$ cat src/assert_macros.svh
// Assertion macros shared by the stencil sweep RTL.
// Depends on nothing; define ASSERT_OFF to compile the checks away.
`ifndef ASSERT_MACROS_SVH
`define ASSERT_MACROS_SVH
`ifndef ASSERT_OFF
`define JLS_ASSERT(label, clk, rst_n, prop, msg) \
    label: assert property (@(posedge clk) disable iff (!(rst_n)) (prop)) else $error(msg);
`define JLS_ASSERT_NEVER(label, clk, rst_n, expr, msg) \
    label: assert property (@(posedge clk) disable iff (!(rst_n)) !(expr)) else $error(msg);
`else
`define JLS_ASSERT(label, clk, rst_n, prop, msg)
`define JLS_ASSERT_NEVER(label, clk, rst_n, expr, msg)
`endif
`endif

$ cat src/jls_pkg.sv
// Shared constants and types for the Jacobi stencil sweep.
// Used by the line buffer, the window cell and the top level; depends on nothing.
`timescale 1ns / 1ps

package jls_pkg;

    localparam int DEF_LINE_DEPTH = 4096;
    localparam int DEF_VALUE_BITS = 16;

    localparam int COLS_W       = 12;
    localparam int ROWS_W       = 16;
    localparam int ROW_COUNT_W  = 17;
    localparam int CFG_DATA_W   = 16;
    localparam int CFG_INDEX_W  = 1;
    localparam int RESET_INTERIOR = 4094;
    localparam int WINDOW_CELLS = 2;

    typedef enum logic [CFG_INDEX_W-1:0] {
        REG_INTERIOR_COLS = 1'b0,
        REG_INTERIOR_ROWS = 1'b1
    } cfg_reg_t;

    // Strobes from the input stage to the line buffer.
    typedef struct packed {
        logic rd_en;  // request accepted: read both lines, write the new cell
        logic wb_en;  // in the cycle after the request: retire the old middle entry upward
    } lb_ctrl_t;

endpackage

$ cat src/jls_window_cell.sv
// One column of the stencil window: middle row, upper row and current row.
// Depends on jls_pkg for the default width; cells are chained so each hands its column onward.
`timescale 1ns / 1ps

module jls_window_cell #(
    parameter int VALUE_BITS = jls_pkg::DEF_VALUE_BITS
) (
    input  logic                  aclk,
    input  logic                  shift_en,
    input  logic [VALUE_BITS-1:0] mid_in,
    input  logic [VALUE_BITS-1:0] up_in,
    input  logic [VALUE_BITS-1:0] cur_in,
    output logic [VALUE_BITS-1:0] mid_out,
    output logic [VALUE_BITS-1:0] up_out,
    output logic [VALUE_BITS-1:0] cur_out
);

    logic [VALUE_BITS-1:0] mid_reg;
    logic [VALUE_BITS-1:0] up_reg;
    logic [VALUE_BITS-1:0] cur_reg;

    always_ff @(posedge aclk) begin
        if (shift_en) begin
            mid_reg <= mid_in;
            up_reg  <= up_in;
            cur_reg <= cur_in;
        end
    end

    assign mid_out = mid_reg;
    assign up_out  = up_reg;
    assign cur_out = cur_reg;

endmodule

$ cat config.mk
export PLATFORM = sky130hd
export DESIGN_NAME = jls_window_cell
export DESIGN_NICKNAME = d
export VERILOG_FILES = /design/src/assert_macros.svh /design/src/jls_pkg.sv /design/src/jls_window_cell.sv
export SDC_FILE = /design/constraint.sdc
export NUM_CORES = 1
export LEC_CHECK = 0
export ABC_AREA = 1
export BUFFER_PORTS_ARGS = -buffer_cell sky130_fd_sc_hd__buf_2
export CORE_AREA = 2 2 79 81
export CTS_CLUSTER_SIZE = 10
export DETAILED_ROUTE_END_ITERATION = 8
export DIE_AREA = 0 0 81 83
export GPL_TIMING_DRIVEN = 0
export PLACE_DENSITY = 0.64
export SLEW_MARGIN = 25
export SYNTH_ARGS = -nofsm -noshare
export SYNTH_HDL_FRONTEND = slang
export SYNTH_SLANG_ARGS = --single-unit
$ cat constraint.sdc
create_clock -name aclk -period 0.8 [get_ports aclk]
set_input_delay 0.04 -clock aclk [delete_from_list [all_inputs] [get_ports aclk]]
set_output_delay 0.04 -clock aclk [all_outputs]
set_load 0.1 [all_outputs]
# Word-level counts from Yosys, hierarchy flattened
# Index checks and enable logic that the tools add are counted.
[totals]
word_cells = 3
out_inout_bits = 48
reg_bits = 48
inputBits = 50

# Depth between registers and ports, before layout
[depth]
ltp_word = 0
depth_mapped = 0
mapped_depth_nobuf = 0

# Worst setup path after synthesis
# OpenSTA, ideal clock, no wires.
[synth_path]
kind = "reg-to-output"
startpoint = "reg cur_reg[0] (netlist: cur_out[0])"
endpoint = "out cur_out[0]"
stages_incl_launch_ff = 1
path_buffers = 0
setup_slack_ns = -0.144
required_time_ns = 0.760
arrival_time_ns = 0.904
path_cell_list = "edfxtp_1"
[synth_lines]
columns = ["item", "line_no", "rtl"]
rows = [
  ["start, declared", "jls_window_cell.sv:20", "logic [VALUE_BITS-1:0] cur_reg;"],
  ["start signal, assigned", "jls_window_cell.sv:26", "cur_reg <= cur_in;"],
  ["end, declared", "jls_window_cell.sv:15", "output logic [VALUE_BITS-1:0] cur_out"],
]
# No word-level cell between the ends.

# Worst setup path in the final report
[layout_path]
startpoint = "reg cur_reg[6] (netlist: cur_out[6])"
endpoint = "out cur_out[6]"
# No word-level cell between the ends.

==> results.cfg <==
[drt]
drtPass1Iterations = 2
drtAntennaViolNets = 0
drc = 0
viasPerCell = 3.76
finalWirelength_mm = 3.56
avgRoutedWirePerCell_um = 12.9
drtIter0Drc = 8
vias = 1035

[grt]
grt_antenna_before_repair = 0
grt_pass1_wl_mm = 5.53
grt_max_degree = 49
grt_use_total = 0.113
gr-total-overflow = 0
grt_pass1_vias = 1151

[place]
port_buffers = 97
dp_slack_ns = -0.462
place_area_um2 = 2020
place.gp.congestion = 0.634

[cts]
clk_pin_slew_ns = 0.08
cts_sinks = 48
h-tree-depth = 2
cts_setup_buffers = 0
cts_tree = done
cts_buffer_depth = 2
cts_buffers = 5
root_buffer = clkbuf_8

[sta]
period_share = 1.17
hold_violations = 0
fin_crit_ns = 0.935
slew_headroom = 0.604
drv_slew = 0
tightest_slew_ns = 0.594
setup_viol = 48
finalWorstSetupSlack_ns = -0.135
rsz0062_at_grt = yes
fmax_ghz = 1.07
holdWs_ns = 0.278

[critical_path]
cp-start-kind = register
cp_num_buf_inv = 1
required_ns = 0.76
crit_type = reg2out
cp.arrival_ns = 0.89
path_max_fanout = 1
path_depth = 1
crit_path_cell_trace = buf_6
crit_family = flip-flops
max_stage_delay_ns = 0.40
slowest_stage = edfxtp_1
end_kind = output port

[yosys]
synth_cell_type_count = 1
seq_area_frac_synth = 1.00
ys_top_cells_by_area = edfxtp_1
synth_nets = 98
synth.cell_area_um2 = 1440
synth_top_area_cell = edfxtp_1
yosysTopAreaCellShare = 1.00
syn_inst = 48
ys_seq_elements = 48
postSynthAreaPerCell_um2 = 30.0
synth_warnings = 0

[job]
max_cap_violations = 0

[layout]
multi_input_gates = 0
layout.area.seq_um2 = 1440
multiInputGateArea_um2 = 0
fillerInstances = 490
final_area_um2 = 2890
layout_common_cells = edfxtp_1, dlygate4sd3_1, buf_2
layout.nets = 250
antenna_cells = 0
synthToLayoutAreaGrowth_pct = 101
postLayoutCoreUtil = 0.497
drive_gt1_frac = 0.520

[power]
p_per_area_nw_per_um2 = 2280
power_frac_seq = 0.466
ir_drop_v = 0.00121
p_sw_uw = 2420
p_comb_frac = 0.332
swShare = 0.367
clkPwrFrac = 0.201
p_leak_uw = 0.00120
p_int_uw = 4180
total_power_uw = 6600

[die]
pin_count = 98
dieArea_um2 = 6720
core_um2 = 5820
fp-row-count = 28
start_util = 0.248
die_x_um = 81
die_h_um = 83

[min_path]
hold_class = in2reg
worstHoldPathCells = 1

[status]
outcome = finished, violations left
violations = setup timing
[cell families (layout without fill, tap and decap cells)]
| logic type | count (synthesis) | after routing | synth area share |
|---|---|---|---|
| DFF | 48 | 48 | 1.00 |
| buffers and inverters | 0 | 152 | 0 |
[cell type report]
class                   count  area share
repair buffers            145       0.441
clock inverters             2     0.00433
clock buffers               5      0.0238
flip-flops and latches     48       0.498
well taps                  75      0.0324
[per-layer routing]
metal	GRT usage	wire, µm	vias to the layer above
met3	0.0424	254	7
met4	0.0478	79	0
met1	0.108	1250	481
met5	0	0	-
li1	-	-	494
met2	0.210	1980	53
[Yosys cell counts]
cell,number
edfxtp_1,48
[per-stage QoR]
step           TNS [ns]  std cells
6_report          -5.64        275
3_5_place_dp     -22.10        220
5_1_grt           -7.67        275
2_1_floorplan     -6.91         48
3_3_place_gp     -20.21        220
4_1_cts           -6.54        275
[power by group through the flow]
stage / combinational [µW] / clock [µW] / sequential, µW
final: 2200 / 1330 / 3080
after global routing: 2250 / 1510 / 3100
after CTS: 2190 / 1430 / 3080
after detailed placement: 1780 / 0 / 3090
after global placement: 1770 / 0 / 3080
after floorplan: 0 / 0 / 4520
[registers in the layout, summed over array words and instances (netlist names)]
| register | flops |
|---|---|
| mid_out | 16 |
| up_out | 16 |
| cur_out | 16 |
[path summary, 6_finish.rpt]
check | start | to | slack, ns
worst max-delay path | cur_out[6] | cur_out[6] | -0.13
worst min-delay path | shift_en | up_out[12] | 0.28
[repair_timing]
item	CTS	global route
endpoints found under the setup margin	96	48
resized for setup	97	2
hold buffers	48	0
hold endpoints to repair	48	0
Note: power is estimated with default switching activity, not from simulation.
