**src/assert_macros.svh**
```systemverilog
// Assertion macros shared by the stencil sweep RTL.
// Depends on nothing; define ASSERT_OFF to compile the checks away.
`ifndef ASSERT_MACROS_SVH
`define ASSERT_MACROS_SVH
`ifndef ASSERT_OFF
`define JLS_ASSERT(label, clk, rst_n, prop, msg) \
    label: assert property (@(posedge clk) disable iff (!(rst_n)) (prop)) else $error(msg);
`define JLS_ASSERT_NEVER(label, clk, rst_n, expr, msg) \
    label: assert property (@(posedge clk) disable iff (!(rst_n)) !(expr)) else $error(msg);
`else
`define JLS_ASSERT(label, clk, rst_n, prop, msg)
`define JLS_ASSERT_NEVER(label, clk, rst_n, expr, msg)
`endif
`endif

```
**src/jls_output_skid.sv**
```systemverilog
// Output register with a skid entry, so the upstream stall is driven from a register.
// Depends on nothing.
`timescale 1ns / 1ps

module jls_output_skid #(
    parameter int DATA_W = 49
) (
    input  logic              aclk,
    input  logic              aresetn,
    input  logic              push,
    input  logic [DATA_W-1:0] push_data,
    output logic              room,
    output logic              out_valid,
    input  logic              out_ready,
    output logic [DATA_W-1:0] out_data
);

    logic              main_valid_reg;
    logic              main_valid_next;
    logic              skid_valid_reg;
    logic              skid_valid_next;
    logic [DATA_W-1:0] main_data_reg;
    logic [DATA_W-1:0] main_data_next;
    logic [DATA_W-1:0] skid_data_reg;
    logic [DATA_W-1:0] skid_data_next;

    // Upstream only pushes while the skid entry is empty.
    always_comb begin
        main_valid_next = main_valid_reg;
        skid_valid_next = skid_valid_reg;
        main_data_next  = main_data_reg;
        skid_data_next  = skid_data_reg;
        if (skid_valid_reg) begin
            if (out_ready) begin
                main_data_next  = skid_data_reg;
                skid_valid_next = 1'b0;
            end
        end else if (push) begin
            if (main_valid_reg && !out_ready) begin
                skid_data_next  = push_data;
                skid_valid_next = 1'b1;
            end else begin
                main_data_next  = push_data;
                main_valid_next = 1'b1;
            end
        end else if (out_ready) begin
            main_valid_next = 1'b0;
        end
    end

    always_ff @(posedge aclk) begin
        if (!aresetn) begin
            main_valid_reg <= 1'b0;
            skid_valid_reg <= 1'b0;
        end else begin
            main_valid_reg <= main_valid_next;
            skid_valid_reg <= skid_valid_next;
        end
    end

    always_ff @(posedge aclk) begin
        main_data_reg <= main_data_next;
        skid_data_reg <= skid_data_next;
    end

    assign room      = !skid_valid_reg;
    assign out_valid = main_valid_reg;
    assign out_data  = main_data_reg;

endmodule
```
**config.mk**
```make
export PLATFORM = sky130hd
export DESIGN_NAME = jls_output_skid
export DESIGN_NICKNAME = d
export VERILOG_FILES = /design/src/assert_macros.svh /design/src/jls_output_skid.sv
export SDC_FILE = /design/constraint.sdc
export NUM_CORES = 1
export LEC_CHECK = 0
export ABC_AREA = 0
export BUFFER_PORTS_ARGS = -buffer_cell sky130_fd_sc_hd__buf_2
export CORE_MARGIN = 2
export CORE_UTILIZATION = 55
export CTS_CLUSTER_SIZE = 14
export DETAILED_ROUTE_END_ITERATION = 16
export GPL_ROUTABILITY_DRIVEN = 0
export PLACE_DENSITY = 0.83
export SLEW_MARGIN = 20
export SYNTH_ARGS = -nofsm -noshare
export SYNTH_HDL_FRONTEND = slang
export SYNTH_SLANG_ARGS = --single-unit
```
**constraint.sdc**
```tcl
create_clock -name aclk -period 7.3 [get_ports aclk]
set_clock_uncertainty 0.1 [all_clocks]
set_input_delay 0.365 -clock aclk [delete_from_list [all_inputs] [get_ports aclk]]
set_output_delay 0.365 -clock aclk [all_outputs]
set_load 0.1 [all_outputs]
```
== After elaboration in Yosys (flattened, before gate mapping) ==
Cells that the tools add are included.

* Bitwise gates (word level): 1
* Reduce and logical (&&, ||, !) cells: 8
* Equal/unequal tests: 3
* Muxes and demuxes: 11

{| class="wikitable"
|+ Operator list
! operator !! number
|-
| 2-to-1 mux 49 bit || 4
|-
| AND reduction 3 bit || 3
|-
| 2-to-1 mux 1 bit || 7
|-
| != test 2 bit, second input constant || 3
|-
| nonzero test 2 bit || 2
|-
| zero test 1 bit || 2
|-
| logical AND 1 bit || 1
|-
| inverter 1 bit || 1
|}

* Register bits: 100

== Depth between registers and ports, before layout ==
Gate-level depths: netlist of the first run.

* Depth in word-level cells: 5
* Mapped depth: 4
* Mapped depth without buffers: 2

== Worst setup path before layout of the first run ==
OpenSTA, ideal clock, no wires.

* Path kind: flip-flop to flip-flop
* Start: register main_valid_reg, in the netlist out_valid
* End: register skid_data_reg[0] (enable)
* Period minus slack after synthesis: 5.115 ns
* Setup slack: 2.185 ns
* Stages on the path, launching flop included: 3
* Arrival: 4.499 ns
* Required time: 6.684 ns
* Buffers on the path: 0
* Path through: dfxtp_1 > nand2_1 > nor3_1

* Longest elaborated chain between the ends: 2

{| class="wikitable"
|+ RTL lines
! element !! RTL line !! source
|-
| start: declaration || jls_output_skid.sv:18 || <nowiki>logic main_valid_reg;</nowiki>
|-
| start signal: assignment || jls_output_skid.sv:56 || <nowiki>main_valid_reg <= main_valid_next;</nowiki>
|-
| logical AND 1 bit || jls_output_skid.sv:39 || <nowiki>if (main_valid_reg && !out_ready) begin</nowiki>
|-
| AND reduction 3 bit (no line) || -- ||
|-
| end signal: assignment || jls_output_skid.sv:63 || <nowiki>skid_data_reg <= skid_data_next;</nowiki>
|-
| end: declaration || jls_output_skid.sv:24 || <nowiki>logic [DATA_W-1:0] skid_data_reg;</nowiki>
|}

Every way passes these cells.
A chain may end at the register's enable or synchronous reset.

== Worst setup path in the final report of the first run ==
* Start: register skid_valid_reg
* End: output room

* Longest elaborated chain between the ends: 1

{| class="wikitable"
|+ RTL lines
! element !! RTL line !! source
|-
| start: declaration || jls_output_skid.sv:20 || <nowiki>logic skid_valid_reg;</nowiki>
|-
| start signal: assignment || jls_output_skid.sv:57 || <nowiki>skid_valid_reg <= skid_valid_next;</nowiki>
|-
| zero test 1 bit || jls_output_skid.sv:66 || <nowiki>assign room = !skid_valid_reg;</nowiki>
|-
| end: declaration || jls_output_skid.sv:12 || <nowiki>output logic room,</nowiki>
|}

Every way passes these cells.

==> results of run 1 <==
[final cells by class]
cell class	count	area, um2
multi-input combinational	59	790
timing repair buffer	105	531
clock inverter	7	60.1
fill	448	2180
tap	96	120
sequential	100	2990
inverter	1	3.75
clock buffer	9	124
[layer usage]
metal | global-route usage (%) | part of all wire (%)
met2 | 22.0 | 48
met3 | 5.00 | 5.7
met5 | 0 | 0
met1 | 20.7 | 45
met4 | 6.71 | 1.8
[power by group through the flow]
| stage | sequential, mW | clock (mW) | combinational (mW) |
|---|---|---|---|
| final | 0.676 | 0.323 | 0.236 |
| after CTS | 0.677 | 0.333 | 0.237 |
| after floorplan | 0.840 | 0 | 0.0453 |
| after global routing | 0.679 | 0.359 | 0.244 |
| after global placement | 0.689 | 0 | 0.234 |
| after detailed placement | 0.690 | 0 | 0.236 |
[cell usage in the layout, fill, tap and decap left out, drive strengths merged, types with 2 or more instances in the layout]
master and instances:
buf 105, edfxtp 98, mux2 49, clkbuf 9, inv 4, nand2 2
clkinvlp 2, clkinv 2, dfxtp 2
[cells by family after synthesis]
kind of cell | share of synthesized area (%)
buffers and inverters | 2.75
AOI/OAI and AO/OA | 0.485
DFF | 77.2
muxes | 18.6
and+or+nand+nor | 0.939
[through the flow]
step / worst slack (ns) / hold slack [ns] / power (mW)
3_3_place_gp: 4.81 / 0.360 / 0.923
5_1_grt: 4.91 / 0.0648 / 1.28
3_5_place_dp: 4.74 / 0.375 / 0.927
2_1_floorplan: 2.18 / 0.364 / 0.885
4_1_cts: 4.72 / 0.0787 / 1.25
6_report: 5.02 / 0.0903 / 1.23
[worst min path at each step]
stage | from | endpoint | slack [ns]
CTS | push_data[0] | skid_data_reg[0] | 0.08
global placement | out_valid | out_valid | 0.36
floorplan | push_data[0] | skid_data_reg[0] | 0.36
global route | push_data[20] | skid_data_reg[20] | 0.06
detailed placement | out_valid | out_valid | 0.38
finish | push_data[31] | skid_data_reg[31] | 0.09
==> impl_metrics.json, run 1 <==
{
  "status": "complete, no violations",
  "avgSynthCellArea_um2": 23.3,
  "startpoint": "skid_valid_reg",
  "synth_edf_count": 98,
  "path_clk_slew_ns": 0.10,
  "fin_crit_ns": 2.28,
  "diodes": 0,
  "clkLatencyLatePin_ns": 0.36,
  "seqPwrFrac_pct": 54.8,
  "crit_path_end": "room",
  "fmax_mhz": 439,
  "die_w_um": 87.8,
  "nNetsFinal": 329,
  "reg2reg_depth": 1,
  "tns_ns": 0,
  "cpPeakStageDelay_ns": 0.98,
  "cp.buffers_inverters": 2,
  "worstHoldPathCells": 1,
  "p_leak_nw": 1.79,
  "vias": 1840,
  "slew_violations": 0,
  "pin_count": 104,
  "slew_headroom_pct": 36.5,
  "grt_max_degree": 56,
  "start_util_pct": 56.9,
  "syn_area_um2": 3860,
  "yosys-top-cells-count": "98 x edfxtp_1, 45 x mux2_4, 4 x buf_12, 4 x mux2_2",
  "fin_cells": 377,
  "wl_per_cell_um": 15.3,
  "cts_buffer_depth": 2,
  "grt_overflow_total": 0,
  "end_kind": "primary output",
  "area_growth_pct": 19.4,
  "p_int_mw": 0.845,
  "wl_um": 5760,
  "clock_power_share_pct": 26.1,
  "core-area_um2": 6790,
  "synth_cell_types": 16,
  "grt_pass1_wl_um": 8330,
  "path_class": "register to primary output",
  "synth_top_area_share_pct": 76.1,
  "cts_tree": "built",
  "dieArea_um2": 7710,
  "grt_pass1_vias": 1678,
  "cp_max_fo": 55,
  "rsz0062_at_grt": "false",
  "worst_ep_required_time_ns": 6.84,
  "via_per_inst": 4.88,
  "ant_nets": 0,
  "synthArstFlopShare_pct": 0,
  "ys_ff_latch": 100,
  "switchingPower_mw": 0.390,
  "synth_area_leaders": "edfxtp_1 76%, mux2_4 17%, buf_12 2.1%",
  "cts_buffers": 9,
  "track_usage_pct": 15.0,
  "placed_cells": 361,
  "firstDrtPassIters": 4,
  "drv_cap": 0,
  "post-route-util_pct": 67.9,
  "placementRows": 30,
  "synthFlopType": "edfxtp_1",
  "arrival_ns": 1.81,
  "setup-violations-final": 0,
  "post-cts-setup-buffers": 0,
  "synth_top_cell_by_area": "edfxtp_1",
  "r2r_start": "skid_valid_reg",
  "reg2reg_to": "out_data[48]",
  "die_h_um": 87.8,
  "crit_chain": "inv_1 -> buf_2",
  "hold_violations": 0,
  "post-route-period-util_pct": 31.2,
  "synth.net_count": 219,
  "htreeDepth": 3,
  "hpwl_um": 3820,
  "critical-path-slowest-cell": "dfxtp_4",
  "p_per_area_nw_per_um2": 268,
  "crit_family": "flip-flops",
  "synth_most_common_cell": "edfxtp_1",
  "drive_gt1_share_pct": 61.6,
  "pwr-share-comb_pct": 19.1,
  "yosysWarnings": 0,
  "startpoint_type": "register",
  "io_buffers": 103,
  "antenna_found_initial": 0,
  "tightestPinTransition_ns": 0.953,
  "hold_path_class": "input pin to register",
  "drc": 0,
  "yosysSeqAreaShare_pct": 77.2,
  "cts_sinks": 100,
  "p_sw_share_pct": 31.6,
  "dr.first_iter.drc_count": 94,
  "hold_buffers": 0,
  "root_buffer": "clkbuf_8",
  "final_cell_area_um2": 4610,
  "place_area_um2": 4420,
  "worst-path-stages": 2,
  "synthCells": 166,
  "vdd_drop_max_v": 0.000133,
  "ff2ff_setup_slack_ns": 5.14,
  "ctsResizeCount": 0
}
(Power assumes the default switching activity.)
==> inputs of run 2 (changes only) <==
Settings changed: CORE_UTILIZATION 55 to 52, PLACE_DENSITY 0.83 to 0.79.
Clock period 7.3 ns to 2.15 ns, I/O delays scaled along.
==> run 2 against run 1 <==
  * Utilization up 4.2 points
  * Critical endpoint is now out_data[27]
  * Worst setup slack worse by 4.6 ns
  * Flip-flop and latch count unchanged
  * Largest cell class unchanged
  * Combinational power rose to 3.8 times the previous value
==> impl_metrics.json, run 2 (same netlist as run 1, synthesis figures left out) <==
{
  "tns_ns": 0,
  "r2r_start": "skid_valid_reg",
  "die_h_um": 90.2,
  "dr.first_iter.drc_count": 59,
  "end_kind": "register",
  "pwr-share-comb_pct": 20.6,
  "vias": 2081,
  "grt_overflow_total": 0,
  "path_clk_slew_ns": 0.09,
  "root_buffer": "clkbuf_8",
  "via_per_inst": 4.76,
  "p_per_area_nw_per_um2": 834,
  "diodes": 0,
  "htreeDepth": 3,
  "fillers": 465,
  "drc": 0,
  "grt_max_degree": 30,
  "path_class": "register to register",
  "track_usage_pct": 17.9,
  "p_sw_share_pct": 30.1,
  "rsz0062_at_grt": "false",
  "cpPeakStageDelay_ns": 0.68,
  "grt_pass1_wl_um": 11000,
  "p_int_mw": 3.03,
  "die_w_um": 90.2,
  "vdd_drop_max_v": 0.000439,
  "final_common_cell": "buf_2",
  "crit_family": "flip-flops",
  "startpoint": "skid_valid_reg",
  "seqPwrFrac_pct": 52.8,
  "fmax_mhz": 570,
  "startpoint_type": "register",
  "ant_nets": 0,
  "hold_violations": 0,
  "firstDrtPassIters": 6,
  "start_util_pct": 53.6,
  "cts_buffer_depth": 2,
  "cp_max_fo": 29,
  "grt_pass1_vias": 2168,
  "wl_um": 6760,
  "post-route-util_pct": 72.1,
  "wl_per_cell_um": 15.5,
  "slew_violations": 0,
  "cts_tree": "built",
  "clkLatencyLatePin_ns": 0.35,
  "antenna_found_initial": 0,
  "area_growth_pct": 34.6,
  "worst_ep_required_time_ns": 2.16,
  "crit_chain": "buf_4 -> mux2_4",
  "cp.buffers_inverters": 1,
  "hp-start": "out_ready",
  "arrival_ns": 1.77,
  "clock_power_share_pct": 26.6,
  "slew_headroom_pct": 66.4,
  "pin_count": 104,
  "post-route-period-util_pct": 81.6,
  "dieArea_um2": 8140,
  "layout_common_cells": "103 x buf_2, 98 x edfxtp_1, 53 x dlygate4sd3_1, 45 x mux2_4, 9 x clkbuf_8",
  "drv_cap": 0,
  "drive_gt1_share_pct": 52.7,
  "nNetsFinal": 386,
  "status": "complete, no violations",
  "post-cts-setup-buffers": 0,
  "ctsResizeCount": 0,
  "critical-path-slowest-cell": "dfxtp_4",
  "hold_path_class": "input pin to register",
  "p_leak_nw": 2.04,
  "cts_sinks": 100,
  "fin_crit_ns": 1.75,
  "tightestPinTransition_ns": 0.508,
  "setup-violations-final": 0,
  "cts_buffers": 9,
  "switchingPower_mw": 1.31,
  "placementRows": 31,
  "io_buffers": 103,
  "core-area_um2": 7210
}
[run 2: cell types whose count changed in the layout (fill, tap and decap cells not counted), sizes merged]
cell	before	now
buf	105	109
inv	4	3
bufinv	0	1
clkinv	2	1
dlygate4sd3	0	53
clkinvlp	2	3
[run 2: per-layer routing]
metal	vias to the layer above	global-route usage (%)	wire, um
met2	68	31.8	3610
met1	1011	20.6	2720
li1	988	-	-
met3	14	3.10	253
met4	0	9.62	182
met5	-	0	0
[run 2: path summary, 6_finish.rpt]
| kind | end | slack (ns) | cells after the start |
|---|---|---|---|
| worst max register to register | out_data[27] | 0.40 | 2 |
| worst min register to register | out_data[33] | 0.45 | 1 |
| worst min-delay path | skid_data_reg[19] | 0.24 | 3 |
| worst max-delay path | out_data[27] | 0.40 | 2 |
[run 2: repair_timing]
| action | 4_1_cts | 5_1_grt |
|---|---|---|
| endpoints found under the hold margin | 100 | 0 |
| endpoints found under the setup margin | 0 | 0 |
| hold buffers | 53 | 0 |
[run 2: stage by stage]
stage / instances / power, mW / area, um2 / hold WS [ns] / setup WS [ns]
floorplan: 166 / 3.00 / 3890 / 0.106 / -0.223
global placement: 368 / 3.14 / 4470 / 0.199 / 0.438
detailed placement: 368 / 3.15 / 4470 / 0.202 / 0.400
CTS: 437 / 4.38 / 5200 / 0.226 / 0.388
global route: 437 / 4.49 / 5200 / 0.252 / 0.327
finish: 437 / 4.34 / 5200 / 0.239 / 0.395
[run 2: area by class of cell]
class | instances | area [um2] | area share, %
inverter | 1 | 3.75 | 0.0722
sequential | 100 | 2990 | 57.5
multi-input combinational | 59 | 796 | 15.3
tap | 99 | 124 | 2.38
timing repair buffer | 162 | 1090 | 21.0
clock inverter | 7 | 73.8 | 1.42
clock buffer | 9 | 124 | 2.38
[run 2: worst min-delay path: cells and delay by family]
family / cells / cell delay, ns
buffers and inverters: 2 / 0.35
and+or+nand+nor: 1 / 0.04
[run 2: power groups by stage]
stage / clock, mW / sequential (mW) / combinational (mW)
after global routing: 1.26 / 2.30 / 0.924
after global placement: 0 / 2.33 / 0.808
final: 1.15 / 2.29 / 0.892
after detailed placement: 0 / 2.34 / 0.817
after CTS: 1.20 / 2.29 / 0.892
after floorplan: 0 / 2.85 / 0.156
==> inputs of run 3 (changes only) <==
Clock period 2.15 ns to 1.65 ns, I/O delays scaled along.
==> run 3 against run 2 <==
  * Sequential share of layout area is 1.5 points lower
  * First-iteration DRC count stayed put
  * Largest cell class unchanged
  * Global-route usage is 0.63 points higher
  * Combinational power is 35% higher
  * Final cell count is 1.4% higher
==> impl_metrics.json, run 3 (same netlist as run 1, synthesis figures left out) <==
{
  "hpwl_um": 4330,
  "rsz0062_at_grt": "false",
  "firstDrtPassIters": 4,
  "hold_path_class": "input pin to register",
  "fillers": 437,
  "nNetsFinal": 392,
  "place_area_um2": 4550,
  "cp_max_fo": 8,
  "critical-path-slowest-cell": "dfxtp_4",
  "reg2reg_depth": 4,
  "dieArea_um2": 8140,
  "antenna_found_initial": 0,
  "cts_sinks": 100,
  "drv_cap": 0,
  "fin_crit_ns": 1.48,
  "htreeDepth": 3,
  "vias": 2112,
  "finalPower_mw": 5.94,
  "path_clk_slew_ns": 0.08,
  "grt_pass1_vias": 2214,
  "pin_count": 104,
  "pre_cts_ws_ns": 0.183,
  "post-route-period-util_pct": 89.6,
  "final_common_cell": "buf_2",
  "worstHoldPathCells": 3,
  "status": "complete, no violations",
  "arrival_ns": 1.30,
  "drc": 0,
  "r2r_start": "skid_valid_reg",
  "cts_buffer_depth": 2,
  "p_per_area_nw_per_um2": 1110,
  "p_leak_nw": 2.11,
  "via_per_inst": 4.77,
  "diodes": 0,
  "setup_ws_ns": 0.171,
  "reg2reg_to": "out_data[33]",
  "grt_pass1_wl_um": 11400,
  "core-area_um2": 7210,
  "cts_tree": "built",
  "hold_violations": 0,
  "cts_buffers": 9,
  "cpPeakStageDelay_ns": 0.37,
  "area_growth_pct": 38.2,
  "wl_per_cell_um": 16.2,
  "layout_common_cells": "102 x buf_2, 98 x edfxtp_1, 52 x dlygate4sd3_1, 45 x mux2_4, 10 x buf_4",
  "startpoint_type": "register",
  "whs_endpoint": "out_valid",
  "grt_max_degree": 28,
  "die_w_um": 90.2,
  "placementRows": 31,
  "ff2ff_setup_slack_ns": 0.20,
  "register_area_um2": 2990,
  "crit_chain": "buf_4 -> inv_1 -> buf_4",
  "hp-start": "out_ready",
  "dr.first_iter.drc_count": 59,
  "root_buffer": "clkbuf_8",
  "critPathMostFrequentCell": "buf_4",
  "wl_um": 7200,
  "tightestPinTransition_ns": 0.502,
  "vdd_drop_max_v": 0.000621,
  "die_h_um": 90.2,
  "start_util_pct": 53.6,
  "worst_ep_required_time_ns": 1.47,
  "tns_ns": 0,
  "grt_overflow_total": 0,
  "track_usage_pct": 18.5,
  "clkLatencyLatePin_ns": 0.34,
  "drive_gt1_share_pct": 53.2,
  "multi_input_area_um2": 803,
  "setup-violations-final": 0,
  "end_kind": "primary output",
  "slew_violations": 0,
  "fmax_mhz": 676,
  "io_buffers": 103,
  "ant_nets": 0,
  "final_cell_area_um2": 5340,
  "slew_headroom_pct": 66.8,
  "path_class": "register to primary output"
}
==> run 3: cell count changes in the layout (fill, tap and decap cells not counted), sizes merged <==
cell / delta
buf: +7
bufinv: +2
clkbuf: +3
clkinv: -1
clkinvlp: -2
dlygate4sd3: -1
inv: -2
==> run 3: area by class of cell <==
| type | instances | area share (%) |
|---|---|---|
| inverters | 1 | 0.0703 |
| multi-input cells | 59 | 15.0 |
| flip-flops and latches | 100 | 56.0 |
| well taps | 99 | 2.32 |
| clock buffers | 12 | 2.53 |
| clock inverters | 4 | 1.83 |
| repair buffers | 168 | 22.2 |
==> run 3: power by group <==
group | switching [mW] | internal, mW | total [mW]
clock network | 0.749 | 1.01 | 1.76
registers | 0.0331 | 2.94 | 2.97
logic | 0.876 | 0.329 | 1.20
total | 1.66 | 4.28 | 5.94
==> run 3: per-layer routing <==
layer  up-vias  track usage (%)  part of all wire, %  routed length (um)
met4         0             6.79                  1.6                 114
met1      1025             21.7                   39                2840
met5         -                0                    0                   0
met3        13             6.20                  6.4                 464
li1       1002                -                    -                   -
met2        72             31.9                   53                3780
==> run 3: worst max path at each step <==
stage                         from                to  slack, ns  depth (start not counted)
detailed placement  skid_valid_reg      out_data[40]       0.18                          2
finish              skid_valid_reg              room       0.17                          3
global placement    skid_valid_reg      out_data[48]       0.22                          2
floorplan                out_valid  skid_data_reg[0]      -0.72                          2
global route        skid_valid_reg              room       0.12                          3
CTS                 skid_valid_reg              room       0.02                          3
==> run 3: stage by stage <==
| step | hold slack [ns] | cells | utilization, % |
|---|---|---|---|
| 6_report | 0.0285 | 443 | 74.0 |
| 5_1_grt | 0.0487 | 443 | 74.0 |
| 4_1_cts | 0.0169 | 438 | 73.5 |
| 3_5_place_dp | 0.176 | 370 | 63.0 |
| 3_3_place_gp | 0.176 | 370 | 63.0 |
| 2_1_floorplan | 0.0814 | 166 | - |
==> run 3: worst max-delay path, delay by kind of cell, from the launching register on <==
kind	cells	cell delay, ns
buf+inv	3	0.58
flops	1	0.37
==> run 3: timing repair <==
action	CTS	global route
endpoints found under the hold margin	100	0
setup buffers	0	5
gates resized for setup	1	0
setup endpoints to repair	1	1
hold buffers	52	0
